===== config.mk =====
export PLATFORM = sky130hd
export DESIGN_NAME = sha256_message_hasher
export DESIGN_NICKNAME = d
export VERILOG_FILES = /design/src/rtl/core/sha256_pkg.sv /design/src/rtl/core/sha256_round.sv /design/src/rtl/core/sha256_message_hasher.sv
export SDC_FILE = /design/constraint.sdc
export NUM_CORES = 2
export LEC_CHECK = 0
export BUFFER_PORTS_ARGS = -buffer_cell sky130_fd_sc_hd__buf_4
export CAP_MARGIN = 0
export CORE_ASPECT_RATIO = 0.9
export CORE_MARGIN = 1.5
export CORE_UTILIZATION = 45
export DETAILED_ROUTE_END_ITERATION = 10
export SKIP_LAST_GASP = 1
export SLEW_MARGIN = 10
export SYNTH_ARGS = -nofsm -noshare
export SYNTH_HDL_FRONTEND = slang
export SYNTH_SLANG_ARGS = --single-unit

===== constraint.sdc =====
create_clock -name clk -period 31.4 [get_ports clk]
set_input_delay 6.28 -clock clk [delete_from_list [all_inputs] [get_ports clk]]
set_output_delay 6.28 -clock clk [all_outputs]
set_load 0.02 [all_outputs]

===== src/rtl/core/sha256_pkg.sv =====
`default_nettype none
package sha256_pkg;

    typedef enum logic [2:0] {
        ST_IDLE,
        ST_ROUND,
        ST_FINAL,
        ST_PAD,
        ST_OUT
    } state_t;

    typedef struct packed {
        logic start;
        logic busy;
        logic done;
    } core_ctl_t;

    localparam logic [7:0] PAD_BYTE = 8'h80;
    localparam logic [6:0] LEN_POS  = 7'd56;

    function automatic logic [31:0] round_k(input logic [5:0] idx);
        logic [31:0] k [64];
        k = '{
            32'h428a2f98,32'h71374491,32'hb5c0fbcf,32'he9b5dba5,
            32'h3956c25b,32'h59f111f1,32'h923f82a4,32'hab1c5ed5,
            32'hd807aa98,32'h12835b01,32'h243185be,32'h550c7dc3,
            32'h72be5d74,32'h80deb1fe,32'h9bdc06a7,32'hc19bf174,
            32'he49b69c1,32'hefbe4786,32'h0fc19dc6,32'h240ca1cc,
            32'h2de92c6f,32'h4a7484aa,32'h5cb0a9dc,32'h76f988da,
            32'h983e5152,32'ha831c66d,32'hb00327c8,32'hbf597fc7,
            32'hc6e00bf3,32'hd5a79147,32'h06ca6351,32'h14292967,
            32'h27b70a85,32'h2e1b2138,32'h4d2c6dfc,32'h53380d13,
            32'h650a7354,32'h766a0abb,32'h81c2c92e,32'h92722c85,
            32'ha2bfe8a1,32'ha81a664b,32'hc24b8b70,32'hc76c51a3,
            32'hd192e819,32'hd6990624,32'hf40e3585,32'h106aa070,
            32'h19a4c116,32'h1e376c08,32'h2748774c,32'h34b0bcb5,
            32'h391c0cb3,32'h4ed8aa4a,32'h5b9cca4f,32'h682e6ff3,
            32'h748f82ee,32'h78a5636f,32'h84c87814,32'h8cc70208,
            32'h90befffa,32'ha4506ceb,32'hbef9a3f7,32'hc67178f2};
        return k[idx];
    endfunction

    function automatic logic [31:0] init_h(input logic [2:0] idx);
        logic [31:0] h [8];
        h = '{32'h6a09e667,32'hbb67ae85,32'h3c6ef372,32'ha54ff53a,
              32'h510e527f,32'h9b05688c,32'h1f83d9ab,32'h5be0cd19};
        return h[idx];
    endfunction

endpackage
`default_nettype wire


===== src/rtl/core/sha256_round.sv =====
`default_nettype none
module sha256_round (
    input  wire                   clk,
    input  wire                   rst_n,
    input  sha256_pkg::core_ctl_t ctl_in,
    input  wire  [511:0]          block,
    output sha256_pkg::core_ctl_t ctl_out,
    output logic [255:0]          hash,
    input  wire                   hash_init
);
    import sha256_pkg::*;

    logic [31:0] h_reg [8];
    logic [31:0] v_reg [8];
    logic [31:0] w_reg [16];
    logic [5:0]  round_reg;
    logic        busy_reg;
    logic        done_reg;

    logic [31:0] w15, w2, w7, s0, s1, w_new, w_cur;
    logic [31:0] e1, ch, a0, maj, t1, t2;

    // schedule word: the window head up to round 15, then w_new
    assign w15   = w_reg[1];
    assign w2    = w_reg[14];
    assign w7    = w_reg[9];
    assign s0    = {w15[6:0], w15[31:7]} ^ {w15[17:0], w15[31:18]} ^ (w15 >> 3);
    assign s1    = {w2[16:0], w2[31:17]} ^ {w2[18:0], w2[31:19]} ^ (w2 >> 10);
    assign w_new = w_reg[0] + s0 + w7 + s1;
    assign w_cur = (round_reg < 6'd16) ? w_reg[0] : w_new;

    assign e1  = {v_reg[4][5:0], v_reg[4][31:6]} ^ {v_reg[4][10:0], v_reg[4][31:11]}
               ^ {v_reg[4][24:0], v_reg[4][31:25]};
    assign ch  = (v_reg[4] & v_reg[5]) ^ (~v_reg[4] & v_reg[6]);
    assign a0  = {v_reg[0][1:0], v_reg[0][31:2]} ^ {v_reg[0][12:0], v_reg[0][31:13]}
               ^ {v_reg[0][21:0], v_reg[0][31:22]};
    assign maj = (v_reg[0] & v_reg[1]) ^ (v_reg[0] & v_reg[2]) ^ (v_reg[1] & v_reg[2]);
    assign t1  = v_reg[7] + e1 + ch + round_k(round_reg) + w_cur;
    assign t2  = a0 + maj;

    always_ff @(posedge clk or negedge rst_n)
    begin
        if (!rst_n)
        begin
            busy_reg  <= 1'b0;
            done_reg  <= 1'b0;
            round_reg <= '0;
            for (int i = 0; i < 8; i++)
            begin
                h_reg[i] <= init_h(3'(i));
                v_reg[i] <= '0;
            end
        end
        else
        begin
            done_reg <= 1'b0;
            if (hash_init)
            begin
                for (int i = 0; i < 8; i++)
                begin
                    h_reg[i] <= init_h(3'(i));
                end
            end
            if (ctl_in.start && !busy_reg)
            begin
                busy_reg  <= 1'b1;
                round_reg <= '0;
                for (int i = 0; i < 8; i++)
                begin
                    v_reg[i] <= h_reg[i];
                end
            end
            else if (busy_reg)
            begin
                v_reg[7] <= v_reg[6];
                v_reg[6] <= v_reg[5];
                v_reg[5] <= v_reg[4];
                v_reg[4] <= v_reg[3] + t1;
                v_reg[3] <= v_reg[2];
                v_reg[2] <= v_reg[1];
                v_reg[1] <= v_reg[0];
                v_reg[0] <= t1 + t2;
                round_reg <= round_reg + 6'd1;
                if (round_reg == 6'd63)
                begin
                    busy_reg <= 1'b0;
                    done_reg <= 1'b1;
                end
            end
            else if (done_reg)
            begin
                for (int i = 0; i < 8; i++)
                begin
                    h_reg[i] <= h_reg[i] + v_reg[i];
                end
            end
        end
    end

    // window shifts one word per round; new word enters at the tail
    always_ff @(posedge clk)
    begin
        if (ctl_in.start && !busy_reg)
        begin
            for (int i = 0; i < 16; i++)
            begin
                w_reg[i] <= block[511 - 32*i -: 32];
            end
        end
        else if (busy_reg)
        begin
            for (int i = 0; i < 15; i++)
            begin
                w_reg[i] <= w_reg[i+1];
            end
            w_reg[15] <= w_cur;
        end
    end

    always_comb
    begin
        for (int i = 0; i < 8; i++)
        begin
            hash[255 - 32*i -: 32] = h_reg[i];
        end
    end

    // done pulses one cycle; chaining update lands the cycle after
    assign ctl_out.start = 1'b0;
    assign ctl_out.busy  = busy_reg || done_reg;
    assign ctl_out.done  = done_reg;

    a_round_wrap: assert property (@(posedge clk) disable iff (!rst_n)
        busy_reg && round_reg == 6'd63 |=> done_reg && !busy_reg)
        else $error("round counter did not finish block");
    a_no_start_busy: assert property (@(posedge clk) disable iff (!rst_n)
        done_reg |-> !busy_reg)
        else $error("done while busy");
    a_round_zero: assert property (@(posedge clk) disable iff (!rst_n)
        ctl_in.start && !busy_reg && !done_reg |=> busy_reg && round_reg == 6'd0)
        else $error("start did not launch rounds");

endmodule
`default_nettype wire


===== src/rtl/core/sha256_message_hasher.sv =====
`default_nettype none
// Sequence: a byte without end is only buffered; a byte that fills a block also
// runs a compression (start, 64 rounds in the shared round unit, chaining update).
// End of message: the padding is written and one compression runs, or, if the length
// does not fit, the length block is written and a second compression runs;
// then 8 digest transfers, one per cycle at best, held while m_tready is low.
// Throughput: 1 byte per cycle within a block, none while a block is compressed.
// Reset (rst_n low, async): initial hash values, empty buffer, zero bit count.
module sha256_message_hasher (
    input  wire         clk,
    input  wire         rst_n,
    input  wire         s_tvalid,
    output logic        s_tready,
    input  wire  [7:0]  s_tdata,   // [7:0] data_byte
    input  wire  [1:0]  s_tuser,   // [0] byte_present, [1] end_of_message
    output logic        m_tvalid,
    input  wire         m_tready,
    output logic [39:0] m_tdata,   // [31:0] digest_word, [34:32] word_index, rest 0
    output logic        m_tlast    // last_word
);
    import sha256_pkg::*;

    state_t       state_reg, state_next;
    logic [31:0]  buf_reg [16];  // block held as big-endian words
    logic [6:0]   fill_reg;
    logic [63:0]  bits_reg;
    logic         fin_reg;      // end seen
    logic         padded_reg;   // pad marker and zeros written
    logic         second_reg;   // length block still to go
    logic [2:0]   oidx_reg;
    logic [511:0] block;
    logic [255:0] hash;
    core_ctl_t    ctl_in, ctl_out;
    logic         take, hash_init;
    logic [5:0]   fpos;
    logic         len_fits;     // length fits behind the pad marker in this block

    assign take     = s_tvalid && s_tready;
    assign fpos     = fill_reg[5:0];
    assign len_fits = (fill_reg + 7'd1) <= LEN_POS;

    always_comb
    begin
        for (int i = 0; i < 16; i++)
        begin
            block[511 - 32*i -: 32] = buf_reg[i];
        end
    end

    sha256_round u_round (
        .clk       (clk),
        .rst_n     (rst_n),
        .ctl_in    (ctl_in),
        .block     (block),
        .ctl_out   (ctl_out),
        .hash      (hash),
        .hash_init (hash_init)
    );

    always_ff @(posedge clk or negedge rst_n)
    begin
        if (!rst_n)
        begin
            state_reg <= ST_IDLE;
        end
        else
        begin
            state_reg <= state_next;
        end
    end

    // next state: ST_ROUND waits for the round unit, ST_FINAL writes the padding,
    // ST_PAD writes the length block, ST_OUT streams eight words
    always_comb
    begin
        state_next   = state_reg;
        ctl_in       = '0;
        s_tready     = 1'b0;
        hash_init    = 1'b0;
        unique case (state_reg)
            ST_IDLE:
            begin
                s_tready = 1'b1;
                if (take)
                begin
                    if (s_tuser[0] && fill_reg == 7'd63)
                    begin
                        state_next = ST_ROUND;
                    end
                    else if (s_tuser[1])
                    begin
                        state_next = ST_FINAL;
                    end
                end
            end
            ST_ROUND:
            begin
                ctl_in.start = !ctl_out.busy;
                if (ctl_out.done)
                begin
                    priority if (!fin_reg)
                    begin
                        state_next = ST_IDLE;
                    end
                    else if (!padded_reg)
                    begin
                        state_next = ST_FINAL;
                    end
                    else if (second_reg)
                    begin
                        state_next = ST_PAD;
                    end
                    else
                    begin
                        state_next = ST_OUT;
                    end
                end
            end
            ST_FINAL:
            begin
                state_next = ST_ROUND;
            end
            ST_PAD:
            begin
                state_next = ST_ROUND;
            end
            ST_OUT:
            begin
                if (m_tready && oidx_reg == 3'd7)
                begin
                    state_next = ST_IDLE;
                    hash_init  = 1'b1;
                end
            end
            default:
            begin
                state_next = ST_IDLE;
            end
        endcase
    end

    // datapath bookkeeping; the buffer entries need no reset
    always_ff @(posedge clk or negedge rst_n)
    begin
        if (!rst_n)
        begin
            fill_reg   <= '0;
            bits_reg   <= '0;
            fin_reg    <= 1'b0;
            padded_reg <= 1'b0;
            second_reg <= 1'b0;
            oidx_reg   <= '0;
        end
        else
        begin
            unique case (state_reg)
                ST_IDLE:
                begin
                    if (take)
                    begin
                        fin_reg    <= s_tuser[1];
                        padded_reg <= 1'b0;
                        second_reg <= 1'b0;
                        if (s_tuser[0])
                        begin
                            fill_reg <= (fill_reg == 7'd63) ? 7'd0 : fill_reg + 7'd1;
                            bits_reg <= bits_reg + 64'd8;
                        end
                    end
                end
                ST_ROUND:
                begin
                end
                ST_FINAL:
                begin
                    // pad marker written now; a second block when the length does not fit
                    padded_reg <= 1'b1;
                    second_reg <= !len_fits;
                    fill_reg   <= '0;
                    oidx_reg   <= '0;
                end
                ST_PAD:
                begin
                    second_reg <= 1'b0;
                end
                ST_OUT:
                begin
                    if (m_tready)
                    begin
                        oidx_reg <= oidx_reg + 3'd1;
                        if (oidx_reg == 3'd7)
                        begin
                            bits_reg   <= '0;
                            fin_reg    <= 1'b0;
                            padded_reg <= 1'b0;
                            second_reg <= 1'b0;
                        end
                    end
                end
                default:
                begin
                end
            endcase
        end
    end

    // buffer writes: byte, pad marker and zeros, length bytes
    always_ff @(posedge clk)
    begin
        if (state_reg == ST_IDLE && take && s_tuser[0])
        begin
            buf_reg[fpos[5:2]][{~fpos[1:0], 3'b000} +: 8] <= s_tdata;
        end
        else if (state_reg == ST_FINAL)
        begin
            for (int wi = 0; wi < 16; wi++)
            begin
                for (int bi = 0; bi < 4; bi++)
                begin
                    if (7'(4*wi + bi) == fill_reg)
                    begin
                        buf_reg[wi][31 - 8*bi -: 8] <= PAD_BYTE;
                    end
                    else if (7'(4*wi + bi) > fill_reg)
                    begin
                        if (len_fits && wi >= 14)
                        begin
                            buf_reg[wi][31 - 8*bi -: 8] <= bits_reg[8*(63 - 4*wi - bi) +: 8];
                        end
                        else
                        begin
                            buf_reg[wi][31 - 8*bi -: 8] <= 8'h00;
                        end
                    end
                end
            end
        end
        else if (state_reg == ST_PAD)
        begin
            for (int i = 0; i < 14; i++)
            begin
                buf_reg[i] <= 32'h0;
            end
            buf_reg[14] <= bits_reg[63:32];
            buf_reg[15] <= bits_reg[31:0];
        end
    end

    // chaining update lands in the cycle after done, so hold output until ST_OUT
    assign m_tvalid = (state_reg == ST_OUT) && !ctl_out.busy;
    assign m_tlast  = (oidx_reg == 3'd7);
    assign m_tdata  = {5'd0, oidx_reg, hash[255 - 32*oidx_reg -: 32]};

    a_out_only: assert property (@(posedge clk) disable iff (!rst_n)
        m_tvalid |-> state_reg == ST_OUT)
        else $error("digest transfer outside output phase");
    a_ready_idle: assert property (@(posedge clk) disable iff (!rst_n)
        s_tready |-> !ctl_out.busy)
        else $error("input ready while rounds run");
    a_out_done: assert property (@(posedge clk) disable iff (!rst_n)
        m_tvalid && m_tready && m_tlast |=> state_reg == ST_IDLE && bits_reg == 64'd0)
        else $error("state not cleared after digest");

endmodule
`default_nettype wire


# Yosys cells after proc, flatten, opt, wreduce, memory -nomap -nowiden

Memories as Yosys holds them, arrays and structs flattened.
Index checks and enable logic that the tools add are counted.

Register bits after elaboration: 600
Bits in writable memories: 1024
Bits in read-only memories: 2048
Input port bits: 14
Output and inout port bits: 43
Word-level logic and storage cells: 1231
Memories: 3

Memory list:

| name            | depth | bits a word | rd ports | clocked after Yosys merged registers in | wr ports | line                        | text |
|---|---|---|---|---|---|---|---|
| (no name shown) | 64    | 32          | 1        | 0                                       | 0        | sha256_pkg.sv:40            | `return k[idx];` |
| buf_reg         | 16    | 32          | 16       | 0                                       | 16       | sha256_message_hasher.sv:24 | `logic [31:0] buf_reg [16];` |
| u_round.w_reg   | 16    | 32          | 16       | 0                                       | 16       | sha256_round.sv:15          | `logic [31:0] w_reg [16];` |

Add/sub/neg operators: 24
Magnitude comparators: 67
Equal/unequal tests: 77
Shift operators: 3
Mux-type cells: 832
Bitwise logic cells: 171
Reductions and logical operators: 28

Operators with widths:

| kind                                                  | number |
|---|---|
| two-way mux 256 bit                                   | 6 |
| two-way mux 8 bit                                     | 136 |
| two-way mux 32 bit                                    | 22 |
| two-way mux 1 bit                                     | 642 |
| adder 32 bit                                          | 18 |
| bitwise XOR 32 bit                                    | 9 |
| indexed part select 287 x 33 -> 32 bit                | 1 |
| two-way mux 64 bit                                    | 4 |
| == test 6 x 7 -> 1 bit (first input constant)         | 32 |
| > comparator 6 x 7 -> 1 bit (first input constant)    | 32 |
| AND 32 bit                                            | 5 |
| OR 1 bit                                              | 152 |
| case mux 64 bit (2 select lines)                      | 1 |
| == test 5 x 7 -> 1 bit (first input constant)         | 16 |
| > comparator 5 x 7 -> 1 bit (first input constant)    | 16 |
| adder 64 x 4 -> 64 bit (second input constant)        | 1 |
| == test 4 x 7 -> 1 bit (first input constant)         | 8 |
| > comparator 4 x 7 -> 1 bit (first input constant)    | 8 |
| inverter 32 bit                                       | 1 |
| OR reduction 32 bit                                   | 1 |
| variable shift 8 x 7 -> 32 bit (first input constant) | 1 |
| indexed part select 8 x 7 -> 32 bit                   | 1 |
| bitwise XOR 32 x 22 -> 32 bit                         | 1 |
| bitwise XOR 32 x 29 -> 32 bit                         | 1 |
| other kinds (47)                                      | 87 |

# Longest topological paths before layout

Depth in word-level cells: 11
Depth in mapped cells: 47
Gate-level depth less buffers: 47

# Hierarchy

From an unflattened synthesis, not the netlist that was laid out.

Cells, all modules: 10473
Area total of the unflattened synthesis: 99980.9 µm²

Modules (own cells, without submodules):

| module                | instances | cells each | area an instance (µm²) | seq. area each (µm²) |
|---|---|---|---|---|
| sha256_round          | 1         | 7329       | 71831.4                | 28557.4 |
| sha256_message_hasher | 1         | 3144       | 28149.5                | 13327.8 |

# Worst setup path after synthesis

OpenSTA, ideal clock, no wires.

Path type: reg2reg
Start point: register state_reg[1]
End point: register u_round.v_reg[101] (netlist bit)
Setup time: 0.118 ns
Data arrival time: 12.259 ns
Required time: 31.282 ns
Setup slack: 19.023 ns
Stages on the path, launching flop included: 8
Path buffers: 1
Period minus slack after synthesis: 12.377 ns
Cell sequence: dfrtp_1 -> clkbuf_1 -> nand2b_1 -> nor3_1 -> nor2_1 -> inv_1 -> o22ai_1 -> a21oi_1

Cells in the longest elaborated chain, start to end: 4
Elaborated cells between the ends (all ways): 5
Classes of those cells: eq/ne: 1; mux: 2; reduce/logical: 2

RTL lines:

| element                                                          | line                        | text |
|---|---|---|
| start, declared                                                  | sha256_message_hasher.sv:23 | `state_t state_reg, state_next;` |
| start signal, assigned                                           | sha256_message_hasher.sv:68 | `state_reg <= state_next;` |
| == test 3 x 1 -> 1 bit (*)                                       | sha256_message_hasher.sv:80 | `unique case (state_reg)` |
| two-way mux 1 bit (*)                                            | sha256_message_hasher.sv:80 |  |
| logical AND 1 bit (*)                                            | sha256_round.sv:64          | `if (ctl_in.start && !busy_reg)` |
| two-way mux 256 bit / nonzero test 2 bit (equally long branches) | -                           |  |
| end signal, assigned by index                                    | sha256_round.sv:70          | `v_reg[i] <= h_reg[i];` |
| end, declared                                                    | sha256_round.sv:14          | `logic [31:0] v_reg [8];` |

Mark *: on every way between the ends. The rest lies on a longest branch, timed or not.
A chain may end at the register's enable or synchronous reset.

==> out/metrics.yaml <==
status: "complete, but fails checks"
violations: "capacitance limit, slew limit"
worstPathMaxFanout: 6
post_cts_resized: 0
cts_tree: "built"
nFillCells: 19530
clk_pin_slew_ns: 0.06
post_cts_buffers: 0
postRouteAntennaNets: 0
finalHoldViolCount: 0
drtIter0Drc: 10464
firstDrtPassIters: 9
postLayoutCellArea_um2: 106000
yosysMostFrequentCell: "nand2_1"
ys_top_cells_by_area: "edfxtp_1 (19%), dfrtp_1 (12%), dfxtp_1 (8.2%), ha_1 (5.3%), nand2_1 (5.3%)"
num_io_pins: 57
setup_violations: 0
clock.fmax_ghz: 0.0917
synthDistinctLibCells: 100
critical_path_required_ns: 32.08
grt-ovfl-total: 0
numPortBuffers: 51
syn_to_final_growth_pct: 9.20
wl_per_cell_um: 27.3
avgSynthCellArea_um2: 9.40
row_count: 161
synth_common_cells: "nand2_1 (1356), nor2_1 (1271), a21oi_1 (922)"
rsz0062_at_grt: "false"
numCtsBuffers: 178
final_max_slew_viol_count: 15
final_core_util: 0.494
clock_path_buffers: 3
route.met2.wl_mm: 142
slew_headroom: -0.0496
cp_slowest_cell: "or4_1"
routabilityCongestion: 1.09
drive_gt1_frac: 0.109
synth_edf_count: 627
worstSetupEndpointType: "register"
die_h_um: 443
fin_cells: 13063
wl_mm: 356
postSynthCellCount: 10285
cp.arrival_ns: 11.59
vias: 80212
ys_seq_elements: 1621
synth_top_cell_by_area: "edfxtp_1"
grt_pass1_vias: 73636
ctsHoldBuffers: 0
highest_layer: "met5"
synth_seq_area_share: 0.433
h-tree-depth: 4
grt_pass1_wl_mm: 515
synth_top_area_frac: 0.195
crit_type: "reg2reg"
netlist_area_um2: 96700
async_flop_share: 0.368
insertion_delay_ns: 0.84
path_common_cell: "a21oi_1"
tightest_slew_ns: 1.57
antenna_found_initial: 21
dpl_cell_area_um2: 99600
synth-main-ff-cell: "edfxtp_1"
place_inst: 12719
dr_wl_met3_mm: 41.6
maxCapViolations: 6
cts_root_buf: "clkbuf_16"
setup_tns_ns: 0
drc: 0
clock_skew_ns: 0.0452
clock-sinks: 1621
slowest_delay_ns: 0.54
dieArea_um2: 218000
fin_crit_sh: 0.347
hp-class: "reg2reg"
ys_warn_count: 0
hpwl_mm: 257
met1_length_mm: 162
die_w_um: 492
routed_via_density: 6.14
grt_max_degree: 174
grtUsageTotal: 0.318
initial_core_util: 0.452
nets: 10668
core-area_um2: 214000
start_kind: "register"
min_period_ns: 10.91
==> worst max-delay path: cells and delay by family, from the launching register on <==
kind / cells / cell delay [ns]
AOI/OAI and AO/OA: 21 / 4.08
adders and majority gates: 9 / 3.76
and+or+nand+nor: 8 / 1.28
xor gates and xnor gates: 5 / 1.00
DFF: 1 / 0.49
buffers and inverters: 3 / 0.13
==> layout make-up <==
type                            count  area, um^2  share of cell area
Inverter                          361        1360              0.0129
Multi-Input combinational cell   7702       51300               0.486
Tap cell                         2852        3570              0.0338
Timing Repair Buffer              183        1470              0.0139
Clock inverter                     72         793             0.00751
Antenna cell                        8        20.0            0.000190
Sequential cell                  1621       41900               0.397
Clock buffer                      264        5130              0.0486
==> cell families after synthesis <==
family	share of synthesized area
compound gates	0.161
xor+xnor	0.0572
fa+ha+maj	0.0961
buf+inv	0.0377
flops	0.433
mux	0.0624
other cells	0.0000388
simple gates	0.152
==> cells in the final DEF (no fill, tap or decap), types with 158 or more instances in the layout <==
master     Yosys  layout
o21ai_0      588     579
dfrtp_1      461     453
clkbuf_16      0     182
mux2_2       362     362
ha_1         410     410
xnor2_1      399     399
nand2_1     1356    1354
xor2_1       228     228
nand3_1      184     183
inv_1        360     358
buf_4          5     175
nor3_1       164     158
edfxtp_1     627     627
dfxtp_1      397     397
fa_1         197     197
a21oi_1      922     922
nor2_1      1271    1263
==> metrics by stage <==
stage	setup WS, ns	hold slack (ns)
2_1_floorplan	19.02	0.421
3_3_place_gp	20.56	0.435
3_5_place_dp	20.71	0.443
4_1_cts	20.67	0.455
5_1_grt	19.98	0.470
6_report	20.49	0.455
==> metal layers <==
| metal | vias up | global-route usage |
|---|---|---|
| met5 | - | 0.0108 |
| met4 | 24 | 0.0798 |
| met1 | 39891 | 0.487 |
| li1 | 35751 | - |
| met2 | 4000 | 0.428 |
| met3 | 546 | 0.0956 |
==> final timing paths <==
path	depth (start not counted)	end	slack (ns)	from
hold reg to reg	2	buf_reg[9][12]	0.46	buf_reg[9][12]
setup reg to reg	46	u_round.v_reg[254]	20.49	u_round.w_reg[14][20]
setup / recovery	46	u_round.v_reg[254]	20.49	u_round.w_reg[14][20]
min in group asynchronous	1	u_round.hash[215]	5.50	rst_n
max in group asynchronous	3	u_round.round_reg[3]	23.39	rst_n
hold / removal	2	buf_reg[9][12]	0.46	buf_reg[9][12]
Power is left out: the tool's default activity adds up to more than one toggle a clock period on the data nets, which glitch-free logic cannot reach.
